[src/rtl/hcr_pkg.sv]
// shared types, constants and helpers of the hci command responder
package hcr_pkg;

  // counter width and the width shown on the result port
  localparam int unsigned CounterWidth = 32;
  localparam int unsigned CntOutWidth  = 32;
  localparam int unsigned CntExtWidth  =
      (CounterWidth > CntOutWidth) ? CounterWidth : CntOutWidth;

  // request queue between front and back
  localparam int unsigned QueueDepth = 2;
  localparam int unsigned QPtrWidth  = (QueueDepth > 1) ? $clog2(QueueDepth) : 1;
  localparam int unsigned QCntWidth  = $clog2(QueueDepth + 1);

  // packet capture
  localparam logic [8:0] ByteCntMax = 9'd511;
  localparam logic [8:0] HdrBytes   = 9'd4;
  localparam logic [7:0] PktTypeCmd = 8'h01;
  localparam logic [7:0] AdvLenMax  = 8'd31;

  // device address after reset
  localparam logic [47:0] DevAddrReset = 48'h404C_CA45_1E14;

  // event bytes
  localparam logic [7:0] EvtPacket      = 8'h04;
  localparam logic [7:0] EvtCmdComplete = 8'h0E;
  localparam logic [7:0] ParLenShort    = 8'h04;
  localparam logic [7:0] ParLenAddr     = 8'h0A;
  localparam logic [7:0] ParLenVersion  = 8'h0C;
  localparam logic [7:0] NumCmdPkts     = 8'h01;
  localparam logic [7:0] StatusOk       = 8'h00;
  localparam logic [7:0] StatusUnknown  = 8'h01;

  // opcodes
  localparam logic [15:0] OpReset       = 16'h0C03;
  localparam logic [15:0] OpReadAddr    = 16'h1002;
  localparam logic [15:0] OpReadVersion = 16'h1001;
  localparam logic [15:0] OpAdvParam    = 16'h2006;
  localparam logic [15:0] OpAdvData     = 16'h2008;
  localparam logic [15:0] OpAdvEnable   = 16'h200A;

  // event byte positions
  localparam logic [3:0] IdxEvtCode   = 4'd0;
  localparam logic [3:0] IdxSubEvt    = 4'd1;
  localparam logic [3:0] IdxParLen    = 4'd2;
  localparam logic [3:0] IdxNumPkts   = 4'd3;
  localparam logic [3:0] IdxOpLo      = 4'd4;
  localparam logic [3:0] IdxOpHi      = 4'd5;
  localparam logic [3:0] IdxStatus    = 4'd6;
  localparam logic [3:0] IdxPayload   = 4'd7;
  localparam logic [3:0] LastReject   = 4'd0;
  localparam logic [3:0] LastShort    = 4'd6;
  localparam logic [3:0] LastAddr     = 4'd12;
  localparam logic [3:0] LastVersion  = 4'd14;

  // return parameters of read local version
  localparam logic [7:0] VersionBytes [8] = '{
    8'h0C, 8'h01, 8'h00, 8'h0C, 8'h02, 8'h00, 8'h01, 8'h00
  };

  // counter slots
  localparam int unsigned CntAcc   = 0;
  localparam int unsigned CntDone  = 1;
  localparam int unsigned CntStart = 2;
  localparam int unsigned CntStop  = 3;
  localparam int unsigned NumCnt   = 4;

  typedef enum logic [1:0] {
    KindReject,
    KindShort,
    KindAddr,
    KindVersion
  } kind_e;

  // one classified command handed from front to back
  typedef struct packed {
    kind_e       kind;
    logic        known;
    logic [15:0] opcode;
    logic        has_param;
    logic [7:0]  first_param;
  } job_t;

  // one result item
  typedef struct packed {
    logic [7:0]             event_byte;
    logic                   final_byte;
    logic                   rejected;
    logic                   advertising_on;
    logic [4:0]             adv_data_length;
    logic [CntOutWidth-1:0] commands_accepted;
    logic [CntOutWidth-1:0] commands_completed;
    logic [CntOutWidth-1:0] adv_starts;
    logic [CntOutWidth-1:0] adv_stops;
  } res_t;

  // counter value as shown on the port, zero extended or cut
  function automatic logic [CntOutWidth-1:0] cnt_out(input logic [CounterWidth-1:0] c);
    logic [CntExtWidth-1:0] ext;
    ext = CntExtWidth'(c);
    return ext[CntOutWidth-1:0];
  endfunction

endpackage

[src/rtl/hcr_front.sv]
// front part: captures command bytes and classifies the packet on its last byte
module hcr_front (
  input  logic          clk_i,
  input  logic          rst_ni,
  input  logic          in_valid_i,
  output logic          in_ready_o,
  input  logic [7:0]    cmd_byte_i,
  input  logic          end_of_packet_i,
  input  logic          full_i,
  output logic          push_o,
  output hcr_pkg::job_t job_o
);
  import hcr_pkg::*;

  logic [8:0]  cnt_q, cnt_d;
  logic [7:0]  type_q, type_d;
  logic [15:0] op_q, op_d;
  logic [7:0]  plen_q, plen_d;
  logic [7:0]  fparam_q, fparam_d;
  logic        accept;
  logic        bad;
  logic        known;
  kind_e       kind;

  assign in_ready_o = !full_i;
  assign accept     = in_valid_i && !full_i;
  assign push_o     = accept && end_of_packet_i;

  // header capture with the current byte folded in
  always_comb begin
    type_d   = type_q;
    op_d     = op_q;
    plen_d   = plen_q;
    fparam_d = fparam_q;
    unique case (cnt_q)
      9'd0:    type_d = cmd_byte_i;
      9'd1:    op_d   = {op_q[15:8], cmd_byte_i};
      9'd2:    op_d   = {cmd_byte_i, op_q[7:0]};
      9'd3:    plen_d = cmd_byte_i;
      9'd4:    fparam_d = cmd_byte_i;
      default: ;
    endcase
    cnt_d = (cnt_q == ByteCntMax) ? cnt_q : cnt_q + 9'd1;
  end

  // packet checks
  assign bad = (cnt_d < HdrBytes) || (type_d != PktTypeCmd) ||
               (cnt_d < (HdrBytes + {1'b0, plen_d}));

  // opcode decode
  always_comb begin
    known = 1'b1;
    kind  = KindShort;
    unique case (op_d)
      OpReadAddr:    kind = KindAddr;
      OpReadVersion: kind = KindVersion;
      OpReset, OpAdvParam, OpAdvData, OpAdvEnable: kind = KindShort;
      default:       known = 1'b0;
    endcase
    if (bad) begin
      kind = KindReject;
    end
  end

  assign job_o.kind        = kind;
  assign job_o.known       = known;
  assign job_o.opcode      = op_d;
  assign job_o.has_param   = (plen_d != 8'd0);
  assign job_o.first_param = fparam_d;

  // capture registers, cleared at the end of each packet
  always_ff @(posedge clk_i or negedge rst_ni) begin
    if (!rst_ni) begin
      cnt_q    <= '0;
      type_q   <= '0;
      op_q     <= '0;
      plen_q   <= '0;
      fparam_q <= '0;
    end else if (accept) begin
      if (end_of_packet_i) begin
        cnt_q    <= '0;
        type_q   <= '0;
        op_q     <= '0;
        plen_q   <= '0;
        fparam_q <= '0;
      end else begin
        cnt_q    <= cnt_d;
        type_q   <= type_d;
        op_q     <= op_d;
        plen_q   <= plen_d;
        fparam_q <= fparam_d;
      end
    end
  end

endmodule

[src/rtl/hcr_queue.sv]
// short queue of classified commands between front and back
module hcr_queue (
  input  logic          clk_i,
  input  logic          rst_ni,
  input  logic          push_i,
  input  hcr_pkg::job_t push_data_i,
  output logic          full_o,
  input  logic          pop_i,
  output logic          not_empty_o,
  output hcr_pkg::job_t pop_data_o
);
  import hcr_pkg::*;

  job_t                 mem_q [QueueDepth];
  logic [QPtrWidth-1:0] wr_ptr_q, rd_ptr_q;
  logic [QCntWidth-1:0] count_q;

  assign full_o      = (count_q == QCntWidth'(QueueDepth));
  assign not_empty_o = (count_q != '0);
  assign pop_data_o  = mem_q[rd_ptr_q];

  // storage
  always_ff @(posedge clk_i) begin
    if (push_i) begin
      mem_q[wr_ptr_q] <= push_data_i;
    end
  end

  // pointers and fill count
  always_ff @(posedge clk_i or negedge rst_ni) begin
    if (!rst_ni) begin
      wr_ptr_q <= '0;
      rd_ptr_q <= '0;
      count_q  <= '0;
    end else begin
      if (push_i) begin
        wr_ptr_q <= (wr_ptr_q == QPtrWidth'(QueueDepth - 1)) ? '0 : wr_ptr_q + 1'b1;
      end
      if (pop_i) begin
        rd_ptr_q <= (rd_ptr_q == QPtrWidth'(QueueDepth - 1)) ? '0 : rd_ptr_q + 1'b1;
      end
      if (push_i && !pop_i) begin
        count_q <= count_q + 1'b1;
      end else if (pop_i && !push_i) begin
        count_q <= count_q - 1'b1;
      end
    end
  end

  // no overflow and no underflow
  a_no_overflow: assert property (@(posedge clk_i) disable iff (!rst_ni)
    push_i |-> (count_q < QCntWidth'(QueueDepth)))
    else $error("request pushed into full queue");

  a_no_underflow: assert property (@(posedge clk_i) disable iff (!rst_ni)
    pop_i |-> (count_q != '0))
    else $error("request popped from empty queue");

endmodule

[src/rtl/hcr_back.sv]
// back part: applies command effects and sends the event bytes one per cycle while the receiver is ready
module hcr_back (
  input  logic          clk_i,
  input  logic          rst_ni,
  input  logic          job_valid_i,
  input  hcr_pkg::job_t job_i,
  output logic          pop_o,
  input  logic [47:0]   device_address_i,
  output logic          res_valid_o,
  input  logic          res_ready_i,
  output hcr_pkg::res_t res_o
);
  import hcr_pkg::*;

  logic                    busy_q;
  job_t                    job_q;
  logic [3:0]              idx_q;
  logic [3:0]              last_q;
  logic [3:0]              last_d;
  logic                    flag_q, flag_d;
  logic [4:0]              adv_len_q, adv_len_d;
  logic [CounterWidth-1:0] cnt_q [NumCnt];
  logic [CounterWidth-1:0] cnt_d [NumCnt];
  logic                    out_valid_q;
  res_t                    out_q;
  logic                    load;
  logic                    done;
  logic [3:0]              off;
  logic [2:0]              pidx;
  logic [7:0]              addr_byte;
  logic [7:0]              ev_byte;

  assign load  = busy_q && (!out_valid_q || res_ready_i);
  assign done  = load && (idx_q == last_q);
  assign pop_o = job_valid_i && (!busy_q || done);

  // length of the answer
  always_comb begin
    unique case (job_i.kind)
      KindReject:  last_d = LastReject;
      KindAddr:    last_d = LastAddr;
      KindVersion: last_d = LastVersion;
      default:     last_d = LastShort;
    endcase
  end

  // command effects on advertising state and counters
  always_comb begin
    flag_d    = flag_q;
    adv_len_d = adv_len_q;
    for (int i = 0; i < NumCnt; i++) begin
      cnt_d[i] = cnt_q[i];
    end
    if (job_i.kind != KindReject) begin
      cnt_d[CntAcc] = cnt_q[CntAcc] + 1'b1;
      if (job_i.known) begin
        cnt_d[CntDone] = cnt_q[CntDone] + 1'b1;
      end
      unique case (job_i.opcode)
        OpReset: begin
          flag_d    = 1'b0;
          adv_len_d = '0;
        end
        OpAdvData: begin
          if (job_i.has_param && (job_i.first_param <= AdvLenMax)) begin
            adv_len_d = job_i.first_param[4:0];
          end
        end
        OpAdvEnable: begin
          if (job_i.has_param && (job_i.first_param != 8'd0)) begin
            flag_d          = 1'b1;
            cnt_d[CntStart] = cnt_q[CntStart] + 1'b1;
          end else begin
            flag_d         = 1'b0;
            cnt_d[CntStop] = cnt_q[CntStop] + 1'b1;
          end
        end
        default: ;
      endcase
    end
  end

  // event byte at the current position
  assign off  = idx_q - IdxPayload;
  assign pidx = off[2:0];

  always_comb begin
    unique case (pidx)
      3'd0:    addr_byte = device_address_i[7:0];
      3'd1:    addr_byte = device_address_i[15:8];
      3'd2:    addr_byte = device_address_i[23:16];
      3'd3:    addr_byte = device_address_i[31:24];
      3'd4:    addr_byte = device_address_i[39:32];
      3'd5:    addr_byte = device_address_i[47:40];
      default: addr_byte = 8'h00;
    endcase
  end

  always_comb begin
    ev_byte = 8'h00;
    unique case (idx_q)
      IdxEvtCode: ev_byte = EvtPacket;
      IdxSubEvt:  ev_byte = EvtCmdComplete;
      IdxParLen: begin
        unique case (job_q.kind)
          KindAddr:    ev_byte = ParLenAddr;
          KindVersion: ev_byte = ParLenVersion;
          default:     ev_byte = ParLenShort;
        endcase
      end
      IdxNumPkts: ev_byte = NumCmdPkts;
      IdxOpLo:    ev_byte = job_q.opcode[7:0];
      IdxOpHi:    ev_byte = job_q.opcode[15:8];
      IdxStatus:  ev_byte = job_q.known ? StatusOk : StatusUnknown;
      default: begin
        if (job_q.kind == KindAddr) begin
          ev_byte = addr_byte;
        end else begin
          ev_byte = VersionBytes[pidx];
        end
      end
    endcase
    if (job_q.kind == KindReject) begin
      ev_byte = 8'h00;
    end
  end

  // sequencer and architectural state
  always_ff @(posedge clk_i or negedge rst_ni) begin
    if (!rst_ni) begin
      busy_q    <= 1'b0;
      idx_q     <= '0;
      last_q    <= '0;
      flag_q    <= 1'b0;
      adv_len_q <= '0;
      for (int i = 0; i < NumCnt; i++) begin
        cnt_q[i] <= '0;
      end
    end else begin
      if (pop_o) begin
        busy_q    <= 1'b1;
        idx_q     <= '0;
        last_q    <= last_d;
        flag_q    <= flag_d;
        adv_len_q <= adv_len_d;
        for (int i = 0; i < NumCnt; i++) begin
          cnt_q[i] <= cnt_d[i];
        end
      end else if (done) begin
        busy_q <= 1'b0;
      end else if (load) begin
        idx_q <= idx_q + 4'd1;
      end
    end
  end

  always_ff @(posedge clk_i) begin
    if (pop_o) begin
      job_q <= job_i;
    end
  end

  // output register
  always_ff @(posedge clk_i or negedge rst_ni) begin
    if (!rst_ni) begin
      out_valid_q <= 1'b0;
    end else if (load) begin
      out_valid_q <= 1'b1;
    end else if (res_ready_i) begin
      out_valid_q <= 1'b0;
    end
  end

  always_ff @(posedge clk_i) begin
    if (load) begin
      out_q.event_byte         <= ev_byte;
      out_q.final_byte         <= (idx_q == last_q);
      out_q.rejected           <= (job_q.kind == KindReject);
      out_q.advertising_on     <= flag_q;
      out_q.adv_data_length    <= adv_len_q;
      out_q.commands_accepted  <= cnt_out(cnt_q[CntAcc]);
      out_q.commands_completed <= cnt_out(cnt_q[CntDone]);
      out_q.adv_starts         <= cnt_out(cnt_q[CntStart]);
      out_q.adv_stops          <= cnt_out(cnt_q[CntStop]);
    end
  end

  assign res_valid_o = out_valid_q;
  assign res_o       = out_q;

  // a rejected result is a single zero byte that closes the packet
  a_reject_single: assert property (@(posedge clk_i) disable iff (!rst_ni)
    (out_valid_q && out_q.rejected) |-> (out_q.final_byte && (out_q.event_byte == 8'h00)))
    else $error("rejected result is not a lone zero byte");

  // byte position never runs past the end of the answer
  a_idx_bound: assert property (@(posedge clk_i) disable iff (!rst_ni)
    busy_q |-> (idx_q <= last_q))
    else $error("event byte position past end of answer");

  // an advertising enable request moves the start or the stop counter
  a_enable_counts: assert property (@(posedge clk_i) disable iff (!rst_ni)
    (pop_o && (job_i.kind != KindReject) && (job_i.opcode == OpAdvEnable)) |=>
      ((cnt_q[CntStart] != $past(cnt_q[CntStart])) ||
       (cnt_q[CntStop] != $past(cnt_q[CntStop]))))
    else $error("advertising enable request left counters unchanged");

endmodule

[src/rtl/hci_command_responder_unit.sv]
// top level of the hci command responder: ports, address register and output packing
//
// Input stream: one command packet byte per request on s_axis_tdata, with
// s_axis_tlast on the final byte. A byte is taken whenever s_axis_tready is high;
// the front only holds the ready low while the two-entry request queue is full.
// Output stream: one Command Complete byte per request on m_axis_tdata together
// with the advertising state and the four counters after the packet;
// m_axis_tlast marks the last byte of the answer, m_axis_tuser flags a
// rejected packet, which yields one zero byte.
// Throughput: one input byte per cycle while the queue is not full; the back emits
// one event byte per cycle while the receiver is ready, and an answer has 7, 13 or
// 15 event bytes (1 when rejected), set by the single event byte sequencer in the back.
// After the last packet byte is accepted, the job is written into the queue, popped
// into the sequencer and then loaded as the first event byte into the output register.
// A stalled receiver holds the output register; the queue then fills and the
// input ready drops, nothing is lost.
// Reset clears packet capture, queue, advertising state and counters, and sets
// the device address to its default. cfg_we_i writes the address.
module hci_command_responder_unit (
  input  logic          clk_i,
  input  logic          rst_ni,
  // config
  input  logic          cfg_we_i,
  input  logic [47:0]   cfg_wdata_i,
  // command bytes
  input  logic          s_axis_tvalid,
  output logic          s_axis_tready,
  input  logic [7:0]    s_axis_tdata,   // [7:0] cmd_byte
  input  logic          s_axis_tlast,
  // event bytes
  output logic          m_axis_tvalid,
  input  logic          m_axis_tready,
  // [7:0] event_byte, [8] advertising_on, [13:9] adv_data_length,
  // [45:14] commands_accepted, [77:46] commands_completed,
  // [109:78] adv_starts, [141:110] adv_stops, [143:142] zero
  output logic [143:0]  m_axis_tdata,
  output logic          m_axis_tlast,
  output logic          m_axis_tuser    // [0] rejected
);
  import hcr_pkg::*;

  logic [47:0] dev_addr_q;
  logic        push;
  logic        full;
  logic        pop;
  logic        not_empty;
  job_t        push_job;
  job_t        pop_job;
  res_t        res;

  // device address register
  always_ff @(posedge clk_i or negedge rst_ni) begin
    if (!rst_ni) begin
      dev_addr_q <= DevAddrReset;
    end else if (cfg_we_i) begin
      dev_addr_q <= cfg_wdata_i;
    end
  end

  hcr_front u_front (
    .clk_i           (clk_i),
    .rst_ni          (rst_ni),
    .in_valid_i      (s_axis_tvalid),
    .in_ready_o      (s_axis_tready),
    .cmd_byte_i      (s_axis_tdata),
    .end_of_packet_i (s_axis_tlast),
    .full_i          (full),
    .push_o          (push),
    .job_o           (push_job)
  );

  hcr_queue u_queue (
    .clk_i       (clk_i),
    .rst_ni      (rst_ni),
    .push_i      (push),
    .push_data_i (push_job),
    .full_o      (full),
    .pop_i       (pop),
    .not_empty_o (not_empty),
    .pop_data_o  (pop_job)
  );

  hcr_back u_back (
    .clk_i            (clk_i),
    .rst_ni           (rst_ni),
    .job_valid_i      (not_empty),
    .job_i            (pop_job),
    .pop_o            (pop),
    .device_address_i (dev_addr_q),
    .res_valid_o      (m_axis_tvalid),
    .res_ready_i      (m_axis_tready),
    .res_o            (res)
  );

  // output packing
  assign m_axis_tdata = {2'b00, res.adv_stops, res.adv_starts, res.commands_completed,
                         res.commands_accepted, res.adv_data_length, res.advertising_on,
                         res.event_byte};
  assign m_axis_tlast = res.final_byte;
  assign m_axis_tuser = res.rejected;

endmodule

[config.mk]
export PLATFORM = sky130hd
export DESIGN_NAME = hci_command_responder_unit
export DESIGN_NICKNAME = d
export VERILOG_FILES = /design/src/rtl/hcr_pkg.sv /design/src/rtl/hcr_front.sv /design/src/rtl/hcr_queue.sv /design/src/rtl/hcr_back.sv /design/src/rtl/hci_command_responder_unit.sv
export SDC_FILE = /design/constraint.sdc
export NUM_CORES = 1
export LEC_CHECK = 0
export BUFFER_PORTS_ARGS = -buffer_cell sky130_fd_sc_hd__buf_2
export CAP_MARGIN = 10
export CORE_UTILIZATION = 53
export CTS_CLUSTER_SIZE = 25
export DETAILED_ROUTE_END_ITERATION = 16
export PLACE_DENSITY = 0.76
export SKIP_CTS_REPAIR_TIMING = 1
export SLEW_MARGIN = 20
export SYNTH_ARGS = -nofsm -noshare
export SYNTH_HDL_FRONTEND = slang
export SYNTH_SLANG_ARGS = --single-unit
[constraint.sdc]
create_clock -name clk_i -period 4.3 [get_ports clk_i]
set_input_delay 0.43 -clock clk_i [delete_from_list [all_inputs] [get_ports clk_i]]
set_output_delay 0.43 -clock clk_i [all_outputs]
set_load 0.02 [all_outputs]
==> metrics.txt <==
run status finished, violations left; violated checks negative hold slack; HP Class input pin to async pin; Worst Path Required 4620 ps; Port Buffers 207; largest net degree at the start of global routing 124; final hold vios 23; setup slack after layout 698.8 ps; Ports 210; vias in the first global route 12590; post-route ant nets 0; CP Capture Type flip-flop; Final Cycle Share 0.8375; Peak Freq 277.7 MHz; Via density 5.803; routed len/inst 19.40 um; residual DRC count 0; YS warnings 0; CTS tree yes; R2R cell count 14; worst setup path class flip-flop to flip-flop; setup violators final 0; Top FF cell, synth dfrtp_1; largest area contributor in the netlist edfxtp_1; Die Y 193.8 um; Worst-path clk slew 60 ps; count of pins over their slew limit 0; top layer in use met4; Avg Inst Size Synth 13.52 um^2; stages on the worst setup path 14; cell family with most CP delay simple AND/OR/NAND/NOR gates; Reg2Reg Setup Slack 700 ps; worst path cell trace nor4_4 > nand3_1 > mux2i_1 > buf_4 > a21oi_1 > nand2_1 > xnor2_1 > mux2i_1 > ha_1 > and4_1 > nand3_1 > a31oi_1 > a211o_1 > and3b_1; GRT Util Overall 0.2273; count leader, synth dfrtp_1; clock buffer count from CTS 47; clock latency on the worst-skew pair 570 ps; Max stage delay on crit path 490 ps; CP Launch Type flip-flop; metal3 WL 2138 um; arrival time worst endpoint 3920 ps; post-DP HPWL 27780 um; met1 WL 18400 um; routed length on met2 20130 um; Pre-Repair DR Iteration Count 5; Leak 9.673 nW; worst-path fanout max 9; post-synth cell types 70; die width 193.8 um; row count 69; EDFF count, synth 219; initial antenna violation count 1; Fin Hold WS -34.78 ps; layout net count 1736; pre-CTS setup slack 771.0 ps; Slowest-stage cell, CP dfrtp_1; ranking of synthesized cells by area edfxtp_1, dfrtp_1, mux2_2; crit path buf inv count 1; # fillers 2657; post-layout min period 3601 ps; final wirelength 41720 um; DRT iter0 DRCs 754; sequential-to-total area share from yosys stat 0.6513; CTS Sinks 463; DR vias 12480; RSZ-0062 raised after global routing false; relative slew slack 0.3025; placed inst area 20990 um^2; antenna cells 0; htree depth 2; top cell type's share of synthesized area 0.3371; initial core utilization 0.5431; MaxCap Viol Count 0; clock root buffer clkbuf_16; worst slew pin tran 1046 ps; Design Area, Final 22650 um^2; GPL Wtd Cong 0.8976; setup TNS 0 ps; total grt overflow 0; Power Total 13.09 mW; first-pass GRT wire length 68470 um; flops & latches, synth 463; Gate Count Post-Synth 1443; Max VDD drop 0.4279 mV; Mapped Area 19510 um^2; skew final 17.21 ps; area grow syn2layout 16.10%; worst-case clock buffer depth 3; core area 35910 um^2; Die Area 37580 um^2; commonest cells in the netlist dfrtp_1, edfxtp_1, nand2_1, xnor2_1, mux2_2; PwrDens 577.9 nW/um^2; share of cells above drive strength 1 0.2499; Async SR Flop Fraction 0.5270
-- power by group --
group | total [mW] | internal [mW] | switching (mW)
Combinational | 2.93 | 1.11 | 1.82
Clock | 4.34 | 2.65 | 1.69
Sequential | 5.81 | 5.39 | 0.423
-- per-layer routing --
metal | up-vias | GRT usage
met2 | 345 | 0.3696
met1 | 6292 | 0.3130
met4 | 0 | 0.07995
li1 | 5765 | -
met5 | - | 0
met3 | 74 | 0.03566
-- final timing paths --
| path | startpoint | end |
|---|---|---|
| worst max register to register | u_front.cnt_q[8]$_DFFE_PN0P_ | u_queue.mem_q[0][27]$_DFFE_PP_ |
| min in group clk_i | cfg_wdata_i[7] | dev_addr_q[7]$_DFFE_PN0P_ |
| worst max-delay path | u_front.cnt_q[8]$_DFFE_PN0P_ | u_queue.mem_q[0][27]$_DFFE_PP_ |
| worst min register to register | u_back.cnt_q[94]$_DFFE_PN0P_ | u_back.res_o[94]$_DFFE_PP_ |
| worst min-delay path | rst_ni | u_back.cnt_q[31]$_DFFE_PN0P_ |
| max in group asynchronous | rst_ni | dev_addr_q[27]$_DFFE_PN1P_ |
-- sequential cells by signal, summed over array words and instances (netlist names) --
register	flops
dev_addr_q	48
u_back.adv_len_q	5
u_back.busy_q	1
u_back.cnt_q	128
u_back.flag_q	1
u_back.idx_q	4
u_back.job_q	19
u_back.last_q	3
u_back.res_o	144
u_back.res_valid_o	1
u_front.cnt_q	9
u_front.fparam_q	8
u_front.op_q	16
u_front.plen_q	8
u_front.type_q	8
u_queue.count_q	2
u_queue.mem_q	56
u_queue.rd_ptr_q	1
u_queue.wr_ptr_q	1
-- cell type report --
type | count | area [um^2] | area share
multi-input combinational | 891 | 6434 | 0.2841
inverter | 24 | 90.09 | 0.003978
timing repair buffer | 224 | 1186 | 0.05238
sequential | 463 | 12700 | 0.5609
tap | 461 | 576.8 | 0.02547
clock buffer | 62 | 1325 | 0.05851
clock inverter | 25 | 331.6 | 0.01464
-- logic make-up after synthesis --
group	synth area share
compound gates	0.07287
mux	0.05433
simple gates	0.1208
buf+inv	0.01976
xor+xnor	0.06600
flops	0.6513
other cells	0.0001922
fa+ha+maj	0.01475
-- metrics by stage --
| step | util | std cells | hold WS, ps |
|---|---|---|---|
| floorplan | - | 1444 | 134.4 |
| global placement | 0.5844 | 2063 | 433.2 |
| detailed placement | 0.5844 | 2063 | 438.2 |
| CTS | 0.6306 | 2150 | 11.15 |
| global route | 0.6306 | 2150 | 50.19 |
| finish | 0.6306 | 2150 | -34.78 |
-- cell usage in the layout (no fill, tap or decap), drive strengths merged, types with 4 or more instances in the layout --
master    n
and4     20
a21oi    30
mux2     81
a221o     5
dfstp    17
and2     11
a31oi     6
nand3    65
xnor2    91
nor2b     6
a22o     44
ha       23
nand2b    9
or4       5
nor3     24
a22oi    34
mux2i    14
nand2    99
dfrtp   227
o21ai    42
bufinv    8
nor4b     6
inv      24
and3     36
a211o     4
nand4    45
edfxtp  219
o211ai    6
a21o      5
clkinv   16
a221oi    4
xor2     56
buf     224
nor4     28
clkbuf   62
nor2     64
-- worst reg2reg max path, stage by stage (launching register included) --
cell and delay (ps):
dfrtp_1 490, nor4_4 500, nand3_1 180, mux2i_1 150
buf_4 170, a21oi_1 290, nand2_1 120, xnor2_1 140
mux2i_1 170, ha_1 270, and4_1 210, nand3_1 80
a31oi_1 40, a211o_1 360, and3b_1 190
Note: power is estimated with default switching activity, not from simulation.
